`src/hw/rtl/ads_pkg.sv`:
```
// shared constants, register codes and the square root step for the disc shader
// no dependencies; imported by every module of the block
package ads_pkg;

  // largest texture edge the datapath is sized for
  localparam int MAX_SIZE = 1024;

  // field widths
  localparam int TEX_W   = 11;
  localparam int PIX_W   = 10;
  localparam int COLOR_W = 8;

  // configuration port
  localparam int CFG_IDX_W  = 4;
  localparam int CFG_DATA_W = 11;

  localparam logic [CFG_IDX_W-1:0] REG_TEX_SIZE    = 4'd0;
  localparam logic [CFG_IDX_W-1:0] REG_COLOR_RED   = 4'd1;
  localparam logic [CFG_IDX_W-1:0] REG_COLOR_GREEN = 4'd2;
  localparam logic [CFG_IDX_W-1:0] REG_COLOR_BLUE  = 4'd3;

  localparam logic [TEX_W-1:0]   TEX_SIZE_RST = 11'd64;
  localparam logic [COLOR_W-1:0] COLOR_RST    = 8'd255;
  localparam logic [TEX_W-1:0]   TEX_SIZE_MAX = TEX_W'(MAX_SIZE);

  // offset and sum of squares, in half pixels
  localparam int OFS_W      = PIX_W + 2;
  localparam int SQR_W      = 2 * OFS_W - 2;
  localparam int SUM_W      = SQR_W + 1;
  localparam int FRAC_SHIFT = 14;

  // square root: radicand padded to an even width
  localparam int RAD_RAW_W  = SUM_W + FRAC_SHIFT;
  localparam int RAD_W      = RAD_RAW_W + (RAD_RAW_W % 2);
  localparam int ROOT_W     = RAD_W / 2;
  localparam int REM_W      = ROOT_W + 2;
  localparam int SQ_PER_STG = 2;
  localparam int SQ_STG     = (ROOT_W + SQ_PER_STG - 1) / SQ_PER_STG;

  // edge ramp
  localparam int E_W       = 21;
  localparam int E_LO_W    = 9;
  localparam int ALPHA_W   = 17;
  localparam int EDGE_FULL = 384;
  localparam int RAMP_INT  = 170;
  localparam int RECIP3    = 683;
  localparam int RECIP3_SH = 11;
  localparam logic [ALPHA_W-1:0] ALPHA_ONE = 17'h10000;

  // one partial root in flight
  typedef struct packed {
    logic [REM_W-1:0]  rem;
    logic [ROOT_W-1:0] root;
    logic [RAD_W-1:0]  rad;
  } sq_t;

  // one digit of the restoring square root
  function automatic sq_t sq_step(input sq_t a);
    sq_t b;
    logic [REM_W+1:0] cur;
    logic [REM_W+1:0] trial;
    cur   = {a.rem, a.rad[RAD_W-1 -: 2]};
    trial = {{(REM_W-ROOT_W){1'b0}}, a.root, 2'b01};
    b.rad = {a.rad[RAD_W-3:0], 2'b00};
    if (cur >= trial) begin
      b.rem  = REM_W'(cur - trial);
      b.root = {a.root[ROOT_W-2:0], 1'b1};
    end else begin
      b.rem  = REM_W'(cur);
      b.root = {a.root[ROOT_W-2:0], 1'b0};
    end
    return b;
  endfunction

endpackage

```
`src/hw/rtl/ads_front.sv`:
```
// front stages: centre offset, squares, scaled sum of squares
// depends on ads_pkg
module ads_front import ads_pkg::*; (
  input  logic             clk,
  input  logic             rst_n,
  input  logic             in_vld,
  output logic             in_stall,
  input  logic [PIX_W-1:0] in_x,
  input  logic [PIX_W-1:0] in_y,
  input  logic [TEX_W-1:0] s_sat,
  output logic             out_vld,
  input  logic             out_stall,
  output logic [RAD_W-1:0] out_rad
);

  logic                    v0_r, v1_r, v2_r;
  logic                    en0, en1, en2;
  logic signed [OFS_W-1:0] ox_r, oy_r, ox_nxt, oy_nxt;
  logic [SQR_W-1:0]        sx_r, sy_r;
  logic [2*OFS_W-1:0]      px_full, py_full;
  logic [RAD_W-1:0]        rad_r, rad_nxt;

  // stall chain, last stage first
  assign en2      = !v2_r || !out_stall;
  assign en1      = !v1_r || en2;
  assign en0      = !v0_r || en1;
  assign in_stall = !en0;
  assign out_vld  = v2_r;
  assign out_rad  = rad_r;

  // offset of the pixel centre in half pixels
  assign ox_nxt = $signed({1'b0, in_x, 1'b1}) - $signed({1'b0, s_sat});
  assign oy_nxt = $signed({1'b0, in_y, 1'b1}) - $signed({1'b0, s_sat});

  // squares and scaled sum
  assign px_full = ox_r * ox_r;
  assign py_full = oy_r * oy_r;
  assign rad_nxt = RAD_W'({({1'b0, sx_r} + {1'b0, sy_r}), {FRAC_SHIFT{1'b0}}});

  // valid bits
  always_ff @(posedge clk) begin
    if (!rst_n) begin
      v0_r <= 1'b0;
      v1_r <= 1'b0;
      v2_r <= 1'b0;
    end else begin
      if (en0) v0_r <= in_vld;
      if (en1) v1_r <= v0_r;
      if (en2) v2_r <= v1_r;
    end
  end

  // data
  always_ff @(posedge clk) begin
    if (en0 && in_vld) begin
      ox_r <= ox_nxt;
      oy_r <= oy_nxt;
    end
    if (en1 && v0_r) begin
      sx_r <= px_full[SQR_W-1:0];
      sy_r <= py_full[SQR_W-1:0];
    end
    if (en2 && v1_r) begin
      rad_r <= rad_nxt;
    end
  end

endmodule

```
`src/hw/rtl/ads_sqrt.sv`:
```
// pipelined restoring square root, two root bits per stage and one in the last
// depends on ads_pkg (sq_t, sq_step)
module ads_sqrt import ads_pkg::*; (
  input  logic              clk,
  input  logic              rst_n,
  input  logic              in_vld,
  output logic              in_stall,
  input  logic [RAD_W-1:0]  in_rad,
  output logic              out_vld,
  input  logic              out_stall,
  output logic [ROOT_W-1:0] out_root
);

  logic [SQ_STG-1:0] vld_r;
  logic [SQ_STG:0]   stall_c;
  sq_t               st_r [SQ_STG];

  assign stall_c[SQ_STG] = out_stall;
  assign in_stall        = stall_c[0];
  assign out_vld         = vld_r[SQ_STG-1];
  assign out_root        = st_r[SQ_STG-1].root;

  for (genvar k = 0; k < SQ_STG; k++) begin : g_stg
    logic en;
    logic src_vld;
    sq_t  src;
    sq_t  st_nxt;

    assign en         = !vld_r[k] || !stall_c[k+1];
    assign stall_c[k] = !en;

    // stage input
    if (k == 0) begin : g_first
      assign src_vld = in_vld;
      assign src     = '{rem: '0, root: '0, rad: in_rad};
    end else begin : g_rest
      assign src_vld = vld_r[k-1];
      assign src     = st_r[k-1];
    end

    // digits of this stage
    always_comb begin
      st_nxt = src;
      for (int j = 0; j < SQ_PER_STG; j++) begin
        if (k * SQ_PER_STG + j < ROOT_W) st_nxt = sq_step(st_nxt);
      end
    end

    always_ff @(posedge clk) begin
      if (!rst_n) begin
        vld_r[k] <= 1'b0;
      end else if (en) begin
        vld_r[k] <= src_vld;
      end
    end

    always_ff @(posedge clk) begin
      if (en && src_vld) st_r[k] <= st_nxt;
    end
  end

endmodule

```
`src/hw/rtl/ads_shade.sv`:
```
// back stages: edge distance, alpha ramp, premultiplied color
// depends on ads_pkg
module ads_shade import ads_pkg::*; (
  input  logic               clk,
  input  logic               rst_n,
  input  logic               in_vld,
  output logic               in_stall,
  input  logic [ROOT_W-1:0]  in_root,
  input  logic [TEX_W-1:0]   s_sat,
  input  logic [COLOR_W-1:0] color_red,
  input  logic [COLOR_W-1:0] color_green,
  input  logic [COLOR_W-1:0] color_blue,
  output logic               out_vld,
  input  logic               out_stall,
  output logic [COLOR_W-1:0] out_red,
  output logic [COLOR_W-1:0] out_green,
  output logic [COLOR_W-1:0] out_blue,
  output logic [COLOR_W-1:0] out_alpha
);

  localparam int PROD_W = COLOR_W + ALPHA_W;
  localparam int Q_W    = 2 * (E_LO_W + 1);

  logic                v0_r, v1_r, v2_r;
  logic                en0, en1, en2;
  logic signed [E_W-1:0] e;
  logic                pos_r, full_r;
  logic [E_LO_W-1:0]   elo_r;
  logic [ALPHA_W-1:0]  alpha_r, alpha_nxt, ramp_int;
  logic [Q_W-1:0]      ramp_q;
  logic [PROD_W-1:0]   pr_red, pr_green, pr_blue, pr_alpha;
  logic [COLOR_W-1:0]  red_r, green_r, blue_r, alpha8_r;

  // stall chain
  assign en2      = !v2_r || !out_stall;
  assign en1      = !v1_r || en2;
  assign en0      = !v0_r || en1;
  assign in_stall = !en0;
  assign out_vld  = v2_r;

  // distance from the edge, radius 128*S - 512 in 1/256 pixel
  assign e = $signed({3'b000, s_sat, 7'b0}) - E_W'(512)
           - $signed({{(E_W-ROOT_W){1'b0}}, in_root});

  // e*512/3 = 170*e + floor(2*e/3)
  assign ramp_int  = ALPHA_W'({{(ALPHA_W-E_LO_W){1'b0}}, elo_r} * ALPHA_W'(RAMP_INT));
  assign ramp_q    = {{(Q_W-E_LO_W-1){1'b0}}, elo_r, 1'b0} * Q_W'(RECIP3);
  assign alpha_nxt = !pos_r ? '0 :
                     full_r ? ALPHA_ONE :
                     ramp_int + ALPHA_W'(ramp_q[Q_W-1:RECIP3_SH]);

  // premultiply
  assign pr_red   = {{ALPHA_W{1'b0}}, color_red}   * {{COLOR_W{1'b0}}, alpha_r};
  assign pr_green = {{ALPHA_W{1'b0}}, color_green} * {{COLOR_W{1'b0}}, alpha_r};
  assign pr_blue  = {{ALPHA_W{1'b0}}, color_blue}  * {{COLOR_W{1'b0}}, alpha_r};
  assign pr_alpha = {{ALPHA_W{1'b0}}, COLOR_RST}   * {{COLOR_W{1'b0}}, alpha_r};

  assign out_red   = red_r;
  assign out_green = green_r;
  assign out_blue  = blue_r;
  assign out_alpha = alpha8_r;

  // valid bits
  always_ff @(posedge clk) begin
    if (!rst_n) begin
      v0_r <= 1'b0;
      v1_r <= 1'b0;
      v2_r <= 1'b0;
    end else begin
      if (en0) v0_r <= in_vld;
      if (en1) v1_r <= v0_r;
      if (en2) v2_r <= v1_r;
    end
  end

  // data
  always_ff @(posedge clk) begin
    if (en0 && in_vld) begin
      pos_r  <= (e > 0);
      full_r <= (e >= E_W'(EDGE_FULL));
      elo_r  <= e[E_LO_W-1:0];
    end
    if (en1 && v0_r) begin
      alpha_r <= alpha_nxt;
    end
    if (en2 && v1_r) begin
      red_r    <= pr_red[PROD_W-2 -: COLOR_W];
      green_r  <= pr_green[PROD_W-2 -: COLOR_W];
      blue_r   <= pr_blue[PROD_W-2 -: COLOR_W];
      alpha8_r <= pr_alpha[PROD_W-2 -: COLOR_W];
    end
  end

endmodule

```
`src/hw/rtl/antialiased_disc_pixel_shader.sv`:
```
// top level of the antialiased disc pixel shader: config registers and pipeline
// depends on ads_pkg, ads_front, ads_sqrt, ads_shade
//
// Takes one pixel word per clock and returns one premultiplied RGBA word per
// clock while neither side stalls, in order, for a filled disc centred in a
// square texture of edge tex_size (values above 1024 act as 1024) with an edge
// ramp of 1.5 pixels. The pipeline has 3 front stages (offset, square, sum),
// 10 square root stages resolving two root bits each (one in the last, 19 in
// all), and 3 shading stages ending in the output register. Each stage holds
// its word under a local stall, so bubbles close up and the input is stalled
// only when every stage is full. cfg_ready is always high; write the registers
// only while no pixel is in flight.
module antialiased_disc_pixel_shader import ads_pkg::*; (
  input  logic                  clk,
  input  logic                  rst_n,
  input  logic                  in_valid,
  output logic                  in_stall,
  input  logic [PIX_W-1:0]      in_pixel_x,
  input  logic [PIX_W-1:0]      in_pixel_y,
  output logic                  out_valid,
  input  logic                  out_stall,
  output logic [COLOR_W-1:0]    out_red,
  output logic [COLOR_W-1:0]    out_green,
  output logic [COLOR_W-1:0]    out_blue,
  output logic [COLOR_W-1:0]    out_alpha,
  input  logic                  cfg_valid,
  output logic                  cfg_ready,
  input  logic [CFG_IDX_W-1:0]  cfg_index,
  input  logic [CFG_DATA_W-1:0] cfg_data
);

  logic [TEX_W-1:0]   tex_size_r;
  logic [COLOR_W-1:0] color_red_r, color_green_r, color_blue_r;
  logic [TEX_W-1:0]   s_sat;
  logic               f_vld, f_stall, q_vld, q_stall;
  logic [RAD_W-1:0]   f_rad;
  logic [ROOT_W-1:0]  q_root;

  // config registers
  assign cfg_ready = 1'b1;

  always_ff @(posedge clk) begin
    if (!rst_n) begin
      tex_size_r    <= TEX_SIZE_RST;
      color_red_r   <= COLOR_RST;
      color_green_r <= COLOR_RST;
      color_blue_r  <= COLOR_RST;
    end else if (cfg_valid && cfg_ready) begin
      case (cfg_index)
        REG_TEX_SIZE:    tex_size_r    <= cfg_data[TEX_W-1:0];
        REG_COLOR_RED:   color_red_r   <= cfg_data[COLOR_W-1:0];
        REG_COLOR_GREEN: color_green_r <= cfg_data[COLOR_W-1:0];
        REG_COLOR_BLUE:  color_blue_r  <= cfg_data[COLOR_W-1:0];
        default: ;
      endcase
    end
  end

  // saturated texture size
  assign s_sat = (tex_size_r > TEX_SIZE_MAX) ? TEX_SIZE_MAX : tex_size_r;

  ads_front u_front (
    .clk       (clk),
    .rst_n     (rst_n),
    .in_vld    (in_valid),
    .in_stall  (in_stall),
    .in_x      (in_pixel_x),
    .in_y      (in_pixel_y),
    .s_sat     (s_sat),
    .out_vld   (f_vld),
    .out_stall (f_stall),
    .out_rad   (f_rad)
  );

  ads_sqrt u_sqrt (
    .clk       (clk),
    .rst_n     (rst_n),
    .in_vld    (f_vld),
    .in_stall  (f_stall),
    .in_rad    (f_rad),
    .out_vld   (q_vld),
    .out_stall (q_stall),
    .out_root  (q_root)
  );

  ads_shade u_shade (
    .clk         (clk),
    .rst_n       (rst_n),
    .in_vld      (q_vld),
    .in_stall    (q_stall),
    .in_root     (q_root),
    .s_sat       (s_sat),
    .color_red   (color_red_r),
    .color_green (color_green_r),
    .color_blue  (color_blue_r),
    .out_vld     (out_valid),
    .out_stall   (out_stall),
    .out_red     (out_red),
    .out_green   (out_green),
    .out_blue    (out_blue),
    .out_alpha   (out_alpha)
  );

  // input is held back only through a stalled output
  a_in_stall_src: assert property (@(posedge clk) disable iff (!rst_n)
    in_stall |-> (out_stall && out_valid))
    else $error("input stalled without an output stall");

  // zero coverage gives a black pixel
  a_zero_alpha: assert property (@(posedge clk) disable iff (!rst_n)
    (out_valid && out_alpha == '0) |-> (out_red == '0 && out_green == '0 && out_blue == '0))
    else $error("color present at zero alpha");

  // pipeline empty after reset
  a_reset_empty: assert property (@(posedge clk)
    !rst_n |=> !out_valid)
    else $error("output valid right after reset");

endmodule

```
`config.mk`:
```
export PLATFORM = sky130hd
export DESIGN_NAME = antialiased_disc_pixel_shader
export DESIGN_NICKNAME = d
export VERILOG_FILES = /design/src/hw/rtl/ads_pkg.sv /design/src/hw/rtl/ads_front.sv /design/src/hw/rtl/ads_sqrt.sv /design/src/hw/rtl/ads_shade.sv /design/src/hw/rtl/antialiased_disc_pixel_shader.sv
export SDC_FILE = /design/constraint.sdc
export NUM_CORES = 2
export LEC_CHECK = 0
export BUFFER_PORTS_ARGS = -buffer_cell sky130_fd_sc_hd__buf_4
export CAP_MARGIN = 20
export CORE_UTILIZATION = 66
export CTS_CLUSTER_DIAMETER = 150
export DETAILED_ROUTE_END_ITERATION = 16
export PLACE_DENSITY_LB_ADDON = 0.15
export RECOVER_POWER = 100
export SYNTH_ARGS = -nofsm -noshare
export SYNTH_HDL_FRONTEND = slang
export SYNTH_SLANG_ARGS = --single-unit
```
`constraint.sdc`:
```
create_clock -name clk -period 8.26 [get_ports clk]
set_clock_uncertainty 0.1 [all_clocks]
set_input_delay 0.413 -clock clk [delete_from_list [all_inputs] [get_ports clk]]
set_output_delay 0.413 -clock clk [all_outputs]
set_load 0.05 [all_outputs]
```
Word-level counts from Yosys, hierarchy flattened

Memories as Yosys holds them, arrays and structs flattened.
Index checks and enable logic that the tools add are counted.

Mux-type cells: 41
$lt $le $gt $ge: 22
Bitwise logic cells: 1
Reductions and logical operators: 56
Multiply operators: 8
Equality and inequality tests: 3
$add $sub $neg: 25

Operators with widths:

| cell                                                           | number |
|---|---|
| 2-to-1 mux 40 bit                                              | 19 |
| >= comparator 23 x 21 -> 1 bit                                 | 18 |
| subtractor 21 bit                                              | 18 |
| multiplier 8 x 17 -> 24 bit                                    | 3 |
| multiplier 12 x 12 -> 22 bit                                   | 2 |
| multiplier 8 x 17 -> 24 bit, first input constant              | 1 |
| subtractor 11 x 11 -> 12 bit                                   | 2 |
| adder 22 x 22 -> 23 bit                                        | 1 |
| >= comparator 21 x 10 -> 1 bit, second input constant          | 1 |
| greater-than comparator 21 x 1 -> 1 bit, second input constant | 1 |
| subtractor 19 x 20 -> 21 bit                                   | 1 |
| 2-to-1 mux 1 bit                                               | 20 |
| multiplier 9 x 10 -> 19 bit, second input constant             | 1 |
| subtractor 18 x 10 -> 19 bit, second input constant            | 1 |
| zero test 1 bit                                                | 18 |
| adder 17 x 9 -> 17 bit                                         | 1 |
| 2-to-1 mux 17 bit                                              | 1 |
| logical AND 1 bit                                              | 16 |
| logical OR 1 bit                                               | 16 |
| multiplier 9 x 7 -> 16 bit, second input constant              | 1 |
| greater-than comparator 11 bit, second input constant          | 1 |
| 2-to-1 mux 11 bit                                              | 1 |
| equality test 4 x 2 -> 1 bit, second input constant            | 2 |
| AND reduction 2 bit                                            | 4 |
| 6 further kinds                                                | 6 |

Bits in writable memories: 760
Output and inout port bits: 35
Memories kept: 1
Register bits after elaboration: 202

Memory list:

| name        | words | width | read ports | clocked after memory_dff | wr ports | RTL line       | RTL |
|---|---|---|---|---|---|---|---|
| u_sqrt.st_r | 10    | 76    | 10         | 0                        | 10       | ads_sqrt.sv:16 | `sq_t st_r [SQ_STG];` |

Logic depth before layout (Yosys ltp)

Word-level depth: 18
Mapped depth: 27

By module

Synthesis repeated with hierarchy kept, for this count alone.

Cell total of the unflattened synthesis: 6533
Area total of the unflattened synthesis: 64504.4 µm²

By module, submodules not included:

| module                        | times used | cells each | area each (µm²) |
|---|---|---|---|
| ads_sqrt                      | 1          | 2791       | 29047.9 |
| ads_shade                     | 1          | 2176       | 19990.4 |
| ads_front                     | 1          | 1414       | 13950.9 |
| antialiased_disc_pixel_shader | 1          | 152        | 1515.2 |

Least setup slack after synthesis

Ideal clock, no wire load.

Path type: reg2reg
From: register u_shade.elo_r[5]
To: register u_shade.alpha_r[16] (data pin)
Period minus slack after synthesis: 6003 ps
Required time: 7906 ps
Path buffers: 0
Arrival: 5649 ps
Slack: 2257 ps
Stages on the path, launching flop included: 25
Path through: edfxtp_1 -> ha_1 -> inv_1 -> fa_1 -> fa_1 -> fa_1 -> inv_1 -> ha_1 -> or3_1 -> o211ai_1 -> nor2b_1 -> o21a_1 -> nor2_1 -> xnor2_1 -> ha_1 -> a21o_1 -> a21o_1 -> a21o_1 -> a21oi_1 -> nor2_1 -> o31a_1 -> o211ai_1 -> nor4_1 -> xnor2_1 -> o21a_1

Cells in the longest elaborated chain, start to end: 3

RTL lines:

| item                                                                      | RTL line                         | RTL |
|---|---|---|
| start: declaration                                                        | ads_shade.sv:28                  | `logic [E_LO_W-1:0] elo_r;` |
| start signal: assignment                                                  | ads_shade.sv:81                  | `elo_r <= e[E_LO_W-1:0];` |
| multiplier 9 x 10 -> 19 bit or multiplier 9 x 7 -> 16 bit (tied branches) | ads_shade.sv:47, ads_shade.sv:46 |  |
| adder 17 x 9 -> 17 bit (*)                                                | ads_shade.sv:50                  | `ramp_int + ALPHA_W'(ramp_q[Q_W-1:RECIP3_SH]);` |
| 2-to-1 mux 17 bit (*)                                                     | ads_shade.sv:49                  | `full_r ? ALPHA_ONE :` |
| end signal: assignment                                                    | ads_shade.sv:84                  | `alpha_r <= alpha_nxt;` |
| end: declaration                                                          | ads_shade.sv:29                  | `logic [ALPHA_W-1:0] alpha_r, alpha_nxt, ramp_int;` |

Every way passes the cells marked *; elsewhere a longest branch is shown, timed or not.
A chain may end at the register's enable or synchronous reset.

==> impl_metrics.py <==
metrics = {
    "die": {
        "start_util_pct": 66.7,
        "die_h_um": 295,
        "row_count": 107,
        "core-area_um2": 85100,
        "io-pin-count": 75,
        "dieWidth_um": 295,
        "dieArea_um2": 87200,
    },
    "logic_synthesis": {
        "yosys.cell_count.top_type": "inv_1",
        "ys_seq_elements": 530,
        "ys.flop_type": "edfxtp_1",
        "syn-cell-area_um2": 56800,
        "yosysSeqAreaShare_pct": 27.1,
        "synthArstFlopShare_pct": 0,
        "yosys.area.top_type_share_pct": 25.3,
        "synth_edf_count": 479,
        "syn_avg_cell_area_um2": 9.92,
        "synthesis.instances": 5724,
        "yosysWarnings": 0,
        "yosys-top-cells-area": "edfxtp_1 25%, fa_1 21%, ha_1 13%, inv_1 5.9%, xnor2_1 3.9%",
        "ys_types": 92,
        "netlist_top_cells_count": "893 x inv_1, 601 x fa_1, 591 x ha_1",
        "synth_top_area_cell": "edfxtp_1",
    },
    "placement": {
        "placed_area_um2": 58600,
        "dp_hpwl_um": 102000,
        "port_buffers": 73,
        "place_congestion": 0.928,
    },
    "clock_tree": {
        "postCtsSetupRepairBufs": 0,
        "cts_hold_buf": 13,
        "ctsLongestPathBuffers": 3,
        "cts-root-buf": "clkbuf_16",
        "numCtsBuffers": 59,
        "cts-htree-levels": 2,
        "cts.clk_slew.worst_paths_ns": 0.07,
        "cts_tree": "done",
        "clock-sinks": 530,
        "cts_resized": 0,
        "clkLatencyLatePin_ns": 0.68,
    },
    "critical_path": {
        "critPathArrivalTime_ns": 7.34,
        "worst-setup-path-type": "reg2reg",
        "worst_setup_path_start_kind": "flip-flop",
        "end_kind": "flip-flop",
        "cp.required_ns": 8.57,
        "critPathMaxFanout": 32,
        "crit_start": "u_sqrt.st_r[7][37]",
        "r2r-start": "u_sqrt.st_r[7][37]",
    },
    "power": {
        "p_comb_share_pct": 54.6,
        "switchingPower_mw": 5.69,
        "switching_share_pct": 40.2,
        "seq_power_share_pct": 25.9,
        "p_int_mw": 8.48,
        "leakagePower_nw": 27.2,
        "peakVddDrop_mv": 1.29,
        "power_frac_clock_pct": 19.5,
        "p_per_area_nw_per_um2": 234,
    },
    "detailed_routing": {
        "vias_per_cell": 5.84,
        "detail-route-antenna-nets": 0,
        "drt_wl_total_um": 129000,
        "dr.pass1.iters": 5,
        "drt_iter0_markers": 2841,
        "num_vias": 40600,
        "post_drt_wl_per_cell_um": 18.5,
        "drc": 0,
    },
    "finish": {
        "stdcell_area_um2": 60500,
        "fillers": 6450,
        "drive_gt1_share_pct": 4.39,
        "antennaDiodeCount": 0,
        "nets": 6997,
        "area_growth_pct": 6.45,
    },
    "timing": {
        "post-route-period-util_pct": 85.1,
        "slew_headroom_pct": -67.7,
        "finalHoldViolCount": 0,
        "rsz0062_at_grt": "no",
        "fin_tns_setup_ns": 0,
        "worst_slew_pin_slew_ns": 2.52,
        "slew_violations": 389,
        "layout_min_cycle_time_ns": 7.03,
        "finalSetupViolCount": 0,
        "clock.fmax_mhz": 142,
    },
    "global_routing": {
        "grt_max_degree": 52,
        "grt_overflow": 0,
        "grt_pass1_wl_um": 211000,
        "grt_pass1_vias": 41100,
        "antenna_found_initial": 3,
        "grtUsageTotal_pct": 30.6,
    },
    "flow_run": {
        "cap_violations": 12,
    },
    "hold_path": {
        "min-delay-start": "in_pixel_x[9]",
        "hp-class": "in2reg",
    },
    "status": {
        "outcome": "complete, but fails checks",
        "violations": "capacitance limit, slew limit",
    },
}
flip-flops by register name (all words and copies together), names as in the netlist, 9 cells and up:
signal / flops
u_front.out_rad: 22
u_front.ox_r: 11
u_front.oy_r: 12
u_sqrt.g_stg.src_vld: 9
u_sqrt.st_r: 333
u_shade.elo_r: 9
u_shade.alpha_r: 17
u_front.sx_r: 20
u_front.sy_r: 21
tex_size_r: 11
worst max-delay path: stages, from the launching register on:
cell and delay [ns]:
edfxtp_1 0.46, inv_1 0.10, ha_1 0.28, a21o_1 0.11, a21oi_1 0.08, o21ai_0 0.30
a21o_1 0.22, a211oi_1 0.15, o2111ai_2 0.20, clkbuf_1 1.07, mux2i_1 0.36, fa_1 0.51
nor2b_1 0.12, o21ai_0 0.11, a21boi_0 0.25, o21ai_0 0.18, a21oi_1 0.30, a41oi_1 0.18
a21oi_1 0.26, a41oi_1 0.26, and3_1 0.27, inv_1 0.47, mux2_2 0.40
final cells by class:
type	instances	area, µm²	area share [%]
sequential	530	15400	25.5
multi-input combinational	4143	37400	61.9
clock inverter	42	463	0.766
clock buffer	68	1540	2.55
inverter	899	3380	5.58
tap	1144	1430	2.37
timing repair buffer	132	796	1.32
worst paths after layout:
path / to / slack, ns / cells after the start
worst max register to register: u_sqrt.st_r[8][71] / 1.23 / 22
worst max-delay path: u_sqrt.st_r[8][71] / 1.23 / 22
worst min register to register: u_sqrt.st_r[3][30] / 0.32 / 0
worst min-delay path: u_front.ox_r[11] / 0.08 / 3
power by group through the flow:
| stage | registers [mW] | clock network [mW] | logic [mW] |
|---|---|---|---|
| after floorplan | 3.62 | 0 | 5.90 |
| after global placement | 3.71 | 0 | 7.54 |
| after detailed placement | 3.72 | 0 | 7.74 |
| after CTS | 3.66 | 2.81 | 7.82 |
| after global routing | 3.67 | 2.91 | 8.67 |
| final | 3.66 | 2.77 | 7.74 |
layout by cell type (no fill, tap or decap), drive strengths merged, types with 22 or more instances in the layout:
| cell | synthesis | routed |
|---|---|---|
| xnor2 | 256 | 256 |
| o21a | 61 | 61 |
| edfxtp | 479 | 479 |
| xor2 | 97 | 97 |
| nand2 | 510 | 510 |
| inv | 897 | 902 |
| a21boi | 23 | 23 |
| clkbuf | 141 | 130 |
| mux2 | 62 | 62 |
| and3 | 33 | 33 |
| nand4 | 34 | 34 |
| a21o | 72 | 72 |
| nor2 | 309 | 309 |
| nor4 | 33 | 33 |
| mux2i | 50 | 50 |
| nand2b | 56 | 56 |
| nor3 | 116 | 116 |
| nor2b | 86 | 86 |
| clkinv | 2 | 25 |
| dfxtp | 51 | 51 |
| ha | 591 | 591 |
| o31ai | 26 | 26 |
| nand3 | 93 | 93 |
| a31oi | 25 | 25 |
| o21bai | 22 | 22 |
| fa | 601 | 601 |
| and2 | 289 | 289 |
| buf | 12 | 57 |
| o211ai | 23 | 23 |
| o21ai | 161 | 161 |
| a21oi | 210 | 210 |
| a211oi | 38 | 38 |
| or3 | 44 | 44 |
kinds of logic after synthesis:
family	share of synthesized area, %
XOR/XNOR	5.46
multiplexers	2.11
flip-flops	27.1
other	0.00660
adder cells (fa/ha/maj)	34.2
AND/OR/NAND/NOR	14.9
buffers and inverters	7.01
AO/OA/AOI/OAI	9.17
layer usage:
layer / GRT usage, % / vias up / part of all wire [%]
li1: - / 19200 / -
met4: 7.75 / 6 / 2.4
met1: 42.2 / 20000 / 43
met2: 50.5 / 1159 / 48
met5: 0 / - / 0.028
met3: 4.90 / 191 / 6.7
through the flow:
step                hold slack, ns  power, mW  std cells  utilization, %  setup WS [ns]
floorplan                    0.300       9.52       5725               -           2.26
global placement             0.301       11.3       6829            68.8           1.90
detailed placement           0.305       11.5       6829            68.8           1.86
CTS                         0.0479       14.3       6952            71.3           1.83
global route                0.0808       15.3       6958            71.0          0.668
finish                      0.0822       14.2       6958            71.0           1.23
(Power assumes the default switching activity.)
